==> src/assert_macros.svh <==
// assertion macros shared by the shading pipeline modules
`ifndef ASSERT_MACROS_SVH
`define ASSERT_MACROS_SVH
`ifndef SYNTHESIS
// condition implies consequence in the same cycle
`define PBS_ASSERT_IMP(label, clk, rst, ante, cons) \
  label: assert property (@(posedge clk) disable iff (rst) (ante) |-> (cons)) \
    else $error("pbs assertion failed");
// condition implies consequence in the next cycle
`define PBS_ASSERT_NEXT(label, clk, rst, ante, cons) \
  label: assert property (@(posedge clk) disable iff (rst) (ante) |=> (cons)) \
    else $error("pbs assertion failed");
`else
`define PBS_ASSERT_IMP(label, clk, rst, ante, cons)
`define PBS_ASSERT_NEXT(label, clk, rst, ante, cons)
`endif
`endif

==> src/pbs_pkg.sv <==
// types, constants and fixed-point helpers of the phong shading pipeline
package pbs_pkg;

  // field widths
  localparam int DIR_W         = 16;
  localparam int DIR_FRAC_BITS = 14;
  localparam int COLOR_BITS    = 16;
  localparam int EXP_BITS      = 8;
  localparam int KD_W          = COLOR_BITS + 1;

  // internal widths
  localparam int PROD_W = 2 * DIR_W;
  localparam int DOT_W  = PROD_W + 1;
  localparam int QDOT_W = DOT_W - DIR_FRAC_BITS;
  localparam int REFL_W = 2 * QDOT_W;
  localparam int SPEC_W = REFL_W + 2;
  localparam int FB     = 2 * DIR_FRAC_BITS;
  localparam int SH     = FB - COLOR_BITS;
  localparam int UNIT_W = COLOR_BITS + 1;
  localparam int SUM_W  = UNIT_W + 1;

  // pipeline depths
  localparam int GEOM_STAGES  = 4;
  localparam int BLEND_STAGES = 3;

  // configuration port
  localparam int CFG_IDX_W  = 3;
  localparam int CFG_DATA_W = KD_W;

  typedef logic signed [DIR_W-1:0]  dir_t;
  typedef logic signed [PROD_W-1:0] prod_t;
  typedef logic signed [DOT_W-1:0]  dot_t;
  typedef logic signed [QDOT_W-1:0] qdot_t;
  typedef logic signed [REFL_W-1:0] refl_t;
  typedef logic signed [SPEC_W-1:0] spec_raw_t;
  typedef logic [UNIT_W-1:0]        unit_t;
  typedef logic [SUM_W-1:0]         inten_t;
  typedef logic [COLOR_BITS-1:0]    color_t;
  typedef logic [EXP_BITS-1:0]      exp_t;
  typedef logic [KD_W-1:0]          kd_t;

  localparam unit_t     UNIT_ONE  = UNIT_W'(1) << COLOR_BITS;
  localparam dot_t      DOT_RND   = DOT_W'(1) << (DIR_FRAC_BITS - 1);
  localparam spec_raw_t SPEC_FULL = SPEC_W'(1) << FB;

  typedef struct packed {
    dir_t x;
    dir_t y;
    dir_t z;
  } vec3_t;

  // diffuse and specular terms, both in [0, one]
  typedef struct packed {
    unit_t diffuse;
    unit_t specular;
  } terms_t;

  typedef struct packed {
    color_t red;
    color_t green;
    color_t blue;
  } shade_t;

  typedef enum logic [CFG_IDX_W-1:0] {
    CFG_COLOR_RED      = 3'd0,
    CFG_COLOR_GREEN    = 3'd1,
    CFG_COLOR_BLUE     = 3'd2,
    CFG_DIFFUSE_WEIGHT = 3'd3,
    CFG_SHINE_EXPONENT = 3'd4
  } cfg_index_t;

  // q0.16 product with round half up; a factor of one passes the other through
  function automatic unit_t mulq(unit_t a, unit_t b);
    logic [2*COLOR_BITS-1:0] p;
    unit_t r;
    p = (2*COLOR_BITS)'(a[COLOR_BITS-1:0]) * (2*COLOR_BITS)'(b[COLOR_BITS-1:0])
        + (2*COLOR_BITS)'(UNIT_ONE >> 1);
    if (a >= UNIT_ONE) begin
      r = b;
    end else if (b >= UNIT_ONE) begin
      r = a;
    end else begin
      r = UNIT_W'(p >> COLOR_BITS);
    end
    return r;
  endfunction

  // clamp a double-fraction dot value to [0, one] and round to q0.16
  function automatic unit_t to_unit(spec_raw_t v);
    logic [FB:0]   u;
    logic [FB+1:0] t;
    unit_t r;
    u = v[FB:0];
    t = {1'b0, u} + (FB+2)'(1 << (SH - 1));
    if (v <= 0) begin
      r = '0;
    end else if (v > SPEC_FULL) begin
      r = UNIT_ONE;
    end else begin
      r = t[FB:SH];
    end
    return r;
  endfunction

endpackage

==> src/pbs_blend.sv <==
// diffuse/specular blend and per-channel color scaling
module pbs_blend (
  input  logic            clk,
  input  logic            rst,
  input  logic            feed_valid,
  output logic            feed_ready,
  input  pbs_pkg::terms_t feed_terms,
  input  pbs_pkg::kd_t    kd,
  input  pbs_pkg::color_t color_red,
  input  pbs_pkg::color_t color_green,
  input  pbs_pkg::color_t color_blue,
  output logic            res_valid,
  input  logic            res_ready,
  output pbs_pkg::shade_t res_shade
);

  logic [pbs_pkg::BLEND_STAGES-1:0] v;
  logic [pbs_pkg::BLEND_STAGES:0]   rdy;

  pbs_pkg::unit_t  kd_sat, kd_inv;
  pbs_pkg::unit_t  pd, ps;
  pbs_pkg::inten_t inten;

  // intensity times color, saturated to the color range
  function automatic pbs_pkg::color_t chan(pbs_pkg::inten_t i, pbs_pkg::color_t c);
    pbs_pkg::unit_t m;
    pbs_pkg::color_t r;
    if (i >= pbs_pkg::SUM_W'(pbs_pkg::UNIT_ONE)) begin
      m = {1'b0, c};
    end else begin
      m = pbs_pkg::mulq(i[pbs_pkg::UNIT_W-1:0], {1'b0, c});
    end
    r = m[pbs_pkg::COLOR_BITS] ? '1 : m[pbs_pkg::COLOR_BITS-1:0];
    return r;
  endfunction

  // stage enables
  always_comb begin
    rdy[pbs_pkg::BLEND_STAGES] = res_ready;
    for (int k = pbs_pkg::BLEND_STAGES - 1; k >= 0; k--) begin
      rdy[k] = !v[k] || rdy[k+1];
    end
  end

  assign feed_ready = rdy[0];
  assign res_valid  = v[pbs_pkg::BLEND_STAGES-1];

  // weight above one acts as one
  always_comb begin
    kd_sat = (kd > pbs_pkg::UNIT_ONE) ? pbs_pkg::UNIT_ONE : kd;
    kd_inv = pbs_pkg::UNIT_ONE - kd_sat;
  end

  // valid bits
  always_ff @(posedge clk) begin
    if (rst) begin
      v <= '0;
    end else begin
      if (rdy[0]) begin
        v[0] <= feed_valid;
      end
      for (int k = 1; k < pbs_pkg::BLEND_STAGES; k++) begin
        if (rdy[k]) begin
          v[k] <= v[k-1];
        end
      end
    end
  end

  // stage 0: weighted terms
  always_ff @(posedge clk) begin
    if (rdy[0]) begin
      pd <= pbs_pkg::mulq(feed_terms.diffuse, kd_sat);
      ps <= pbs_pkg::mulq(feed_terms.specular, kd_inv);
    end
  end

  // stage 1: blended intensity
  always_ff @(posedge clk) begin
    if (rdy[1]) begin
      inten <= pbs_pkg::SUM_W'(pd) + pbs_pkg::SUM_W'(ps);
    end
  end

  // stage 2: color channels, this is the output register
  always_ff @(posedge clk) begin
    if (rdy[2]) begin
      res_shade.red   <= chan(inten, color_red);
      res_shade.green <= chan(inten, color_green);
      res_shade.blue  <= chan(inten, color_blue);
    end
  end

endmodule

==> config.mk <==
export PLATFORM = sky130hd
export DESIGN_NAME = pbs_blend
export DESIGN_NICKNAME = d
export VERILOG_FILES = /design/src/assert_macros.svh /design/src/pbs_pkg.sv /design/src/pbs_blend.sv
export SDC_FILE = /design/constraint.sdc
export NUM_CORES = 2
export LEC_CHECK = 0
export BUFFER_PORTS_ARGS = -buffer_cell sky130_fd_sc_hd__buf_2
export CAP_MARGIN = 40
export CELL_PAD_IN_SITES_DETAIL_PLACEMENT = 1
export CELL_PAD_IN_SITES_GLOBAL_PLACEMENT = 1
export CORE_MARGIN = 5
export CORE_UTILIZATION = 55
export CTS_CLUSTER_SIZE = 14
export DETAILED_ROUTE_END_ITERATION = 7
export GPL_ROUTABILITY_DRIVEN = 1
export PLACE_DENSITY = 0.88
export SLEW_MARGIN = 15
export SYNTH_ARGS = -nofsm -noshare
export SYNTH_HDL_FRONTEND = slang
export SYNTH_SLANG_ARGS = --single-unit
==> constraint.sdc <==
create_clock -name clk -period 23.3 [get_ports clk]
set_input_delay 1.165 -clock clk [delete_from_list [all_inputs] [get_ports clk]]
set_output_delay 1.165 -clock clk [all_outputs]
set_load 0.05 [all_outputs]
# After elaboration in Yosys (flattened, before gate mapping)
# Index checks and enable logic that the tools add are counted.
dict set report classes {
  addsub 7
  n_div 0
  shifts 0
  eq_ne 0
  mux 14
  magnitude_cmp 7
  bitwise 0
  reduce_logical 6
  n_mul 5
}
# operator n
set ops {}
lappend ops {{adder 32 x 16 -> 32 bit, second input constant} 5}
lappend ops {{multiplier 16 x 16 -> 32 bit} 5}
lappend ops {{2-to-1 mux 17 bit} 9}
lappend ops {{greater-or-equal comparator 17 bit, second input constant} 5}
lappend ops {{2-to-1 mux 16 bit} 5}
lappend ops {{adder 17 x 17 -> 18 bit} 1}
lappend ops {{greater-or-equal comparator 18 x 17 -> 1 bit, second input constant} 1}
lappend ops {{greater-than comparator 17 bit, second input constant} 1}
lappend ops {{subtractor 17 bit, first input constant} 1}
lappend ops {{logical NOT 1 bit} 3}
lappend ops {{logical OR 1 bit} 3}
dict set report word_totals {
  n_memories 0
  mem_bits_rw 0
  out_inout_bits 50
  mem_bits_ro 0
  latchBits 0
  ff_bits 103
  inputBits 103
  word_cells 48
}

# Logic depth before layout (Yosys ltp)
dict set report logic_depth {
  ltp_word 7
  depth_mapped 35
}

# Worst setup path before layout
# No wires, ideal clock.
dict set report synth_timing {
  path_type {input to register}
  start {in kd[16]}
  end {reg ps[15] (data pin)}
  path_slack_ns 14.550
  arrival_ns 8.491
  n_path_buf 4
  required_ns 23.041
  setup_ns 0.259
  path_stages 31
  path_cell_list {buf_2 buf_1 nor2b_1 clkbuf_1 inv_1 ha_1 o21ai_0 nor3_1 nand2b_1 nor4_1 xnor2_1 clkbuf_1 nand2_1 fa_1 inv_1 fa_1 fa_1 fa_1 fa_1 inv_1 fa_1 inv_1 ha_1 and4_1 a221oi_1 o21ai_1 o21ai_1 o21ai_1 a41o_1 o41a_1 a211o_1}
}
dict set report synth_between {
  elab_chain_len 7
  elab_cells_between_ends 8
}
# element line
set synth_lines {}
lappend synth_lines {{start, declared} pbs_blend.sv:8} ;# input pbs_pkg::kd_t kd,
lappend synth_lines {{greater-than comparator 17 bit} pbs_blend.sv:50} ;# kd_sat = (kd > pbs_pkg::UNIT_ONE) ? pbs_pkg::UNIT_ONE : kd;
lappend synth_lines {{2-to-1 mux 17 bit (*)} pbs_blend.sv:50}
lappend synth_lines {{subtractor 17 bit (*)} pbs_blend.sv:51} ;# kd_inv = pbs_pkg::UNIT_ONE - kd_sat;
lappend synth_lines {{multiplier 16 x 16 -> 32 bit} pbs_pkg.sv:76} ;# p = (2*COLOR_BITS)'(a[COLOR_BITS-1:0]) * (2*COLOR_BITS)'(b[COLOR_BITS-1:0])
lappend synth_lines {{adder 32 x 16 -> 32 bit} pbs_pkg.sv:77} ;# + (2*COLOR_BITS)'(UNIT_ONE >> 1);
lappend synth_lines {{2-to-1 mux 17 bit} pbs_pkg.sv:80} ;# end else if (b >= UNIT_ONE) begin
lappend synth_lines {{2-to-1 mux 17 bit (*)} pbs_pkg.sv:78} ;# if (a >= UNIT_ONE) begin
lappend synth_lines {{end signal, assigned} pbs_blend.sv:74} ;# ps <= pbs_pkg::mulq(feed_terms.specular, kd_inv);
lappend synth_lines {{end, declared} pbs_blend.sv:21} ;# pbs_pkg::unit_t pd, ps;
# Every way passes the cells marked *; elsewhere a longest branch is shown, timed or not.
# A chain may end at the register's enable or synchronous reset.

# Worst setup path after layout
dict set report layout_timing {
  start {in kd[0]}
  end {reg ps[14] (data pin)}
}
# The elaborated chain is that of the path after synthesis.

==> out/metrics.csv <==
metric,value,unit
status,finished clean,
gp weighted congestion,0.848,
Final min period,10200,ps
initial antenna violation count,11,
"Gates resized, CTS repair",0,
sequential share of the synthesized area,0.0664,
fmax,98.1,MHz
asr flop ratio synth,0,
Post-synth EDFFs,100,
routed length per instance,24.0,µm
post-route ant nets,0,
Slowest cell on crit path,and2_1,
top-area cell type share of the netlist area,0.419,
CP bufs+invs,6,
Syn. warnings,0,
RSZ-0062 raised after global routing,false,
layout cells sized above 1,0.0508,
most frequent cells in the layout,"inv_1, fa_1, nand2_1",
Die X,300,µm
Slew Limit Fails,0,
IO Count,153,
"commonest non-fill, non-tap cell in the layout",inv_1,
# H-tree levels,3,
Hold Buf Count CTS,0,
Final setup viols,0,
Worst-Margin Slew,907,ps
Final Hold Viols,0,
Initial Utilization,0.553,
syn_nets,6825,
Final HPWL DP,112000,µm
root buffer cell,clkbuf_16,
total grt overflow,0,
Die H,300,µm
Yosys cell types,78,
Slew HR,0.395,
drt pass-1 iters,7,
global-route wire length before repair,237000,µm
DRC Markers,0,
Max Cap Viol,0,
Mapped Cells,5172,
Critical Path RT,23460,ps
1st-iter DRT viols,2491,
Yosys reg bits,103,
critical path class,in -> reg,
setup_tns,0,ps
Most Frequent Cell on Critical Path,fa_1,
drt via density,5.90,
Crit. End Element,flip-flop,
final WL,149000,µm
Post-synth top flop,edfxtp_1,
synthesized area,46100,µm²
Setup Buffers After CTS,0,
total track usage,0.338,
CTS buffer count,9,
Max Buffers Root-to-Sink,2,
fin cells,6222,
area delta synth->final,4.09,%
CTS Sinks,103,
core box area,83400,µm²
Synth area leader,fa_1,
Worst path max stage delay,730,ps
largest net degree at the start of global routing,66,
TritonCTS clock tree,yes,
Worst Path Arrival,10360,ps
startpoint type of the worst setup path,input pin,
row cnt,106,
CP Max Fanout,16,
vias in the first global route,44600,
nets@finish,6781,
die area,89800,µm²
number of I/O port buffers,152,
dpl cells,6196,
clock skew,26.9,ps
"Clk pin slew, worst setup/hold paths",110,ps
fin crit share,0.438,
Skew-Pair Late Insertion Delay,430,ps
Mapped Avg Cell Area,8.92,µm²
top area cells in the synthesized netlist,"fa_1, ha_1, inv_1, nand2_1, and2_1",
Crit path max-delay family,adder cells,
min-delay worst type,reg -> reg,
routed vias,36700,
## layout make-up
class / count / area, µm²
clock inverter: 7 / 86.3
antenna: 9 / 22.5
inverter: 1209 / 4540
multi-input combinational: 3598 / 37500
timing repair buffer: 207 / 1200
clock buffer: 9 / 225
fill: 9737 / 35400
sequential: 103 / 3060
tap: 1080 / 1350
## flip-flops by register name, indices dropped and copies added (netlist names)
register and cells:
ps 17, inten 18, v 3, res_shade 48
pd 17
## cell usage after synthesis, drive strengths merged, types with 14 or more instances
master	n
buf	15
a211oi	17
nor2b	32
ha	584
o21ai	102
nor2	70
o21a	17
a21o	25
nand3	27
and2	500
o21bai	14
nand4	15
xnor2	72
mux2	15
clkbuf	247
fa	966
inv	1209
edfxtp	100
nor3	23
xor2	35
nand2	877
a21oi	80
## kinds of logic (layout without fill, tap and decap cells)
kind of cell	after synthesis	count (layout)	synth area share
other cells	0	9	0
compound gates	331	331	0.0466
simple gates	1595	1595	0.165
xor+xnor	107	107	0.0205
fa+ha+maj	1550	1550	0.578
buf+inv	1471	1432	0.120
flops	103	103	0.0664
mux	15	15	0.00366
## final timing paths
| path | startpoint | end | slack [ps] | cells past startpoint |
|---|---|---|---|---|
| worst max-delay path | kd[0] | ps[14] | 13100 | 32 |
| worst min-delay path | v[1] | v[2] | 490 | 2 |
| worst max register to register | inten[10] | res_shade[10] | 15360 | 24 |
| worst min register to register | v[1] | v[2] | 490 | 2 |
## stage by stage
| step | area, µm² | setup WS, ps | utilization | hold WS (ps) |
|---|---|---|---|---|
| 6_report | 48000 | 13100 | 0.576 | 489 |
| 5_1_grt | 48000 | 12870 | 0.575 | 522 |
| 4_1_cts | 48000 | 13220 | 0.575 | 498 |
| 3_5_place_dp | 47700 | 13010 | 0.571 | 474 |
| 3_3_place_gp | 47600 | 13320 | 0.571 | 452 |
| 2_1_floorplan | 46100 | 14550 | - | 432 |
## per-layer routing
| metal | vias to the layer above | routed length (µm) | GRT usage |
|---|---|---|---|
| met5 | - | 21 | 0 |
| met1 | 19000 | 52200 | 0.376 |
| met2 | 1720 | 77300 | 0.612 |
| li1 | 15300 | - | - |
| met4 | 4 | 9730 | 0.200 |
| met3 | 686 | 9760 | 0.0513 |
## tightest hold or removal path, stage by stage, from the launching register on
cell,delay [ps]
dfxtp_1,350
nor2_1,50
nor2_1,70
Power is left out: the tool's default activity adds up to more than one toggle a clock period on the data nets, which glitch-free logic cannot reach.
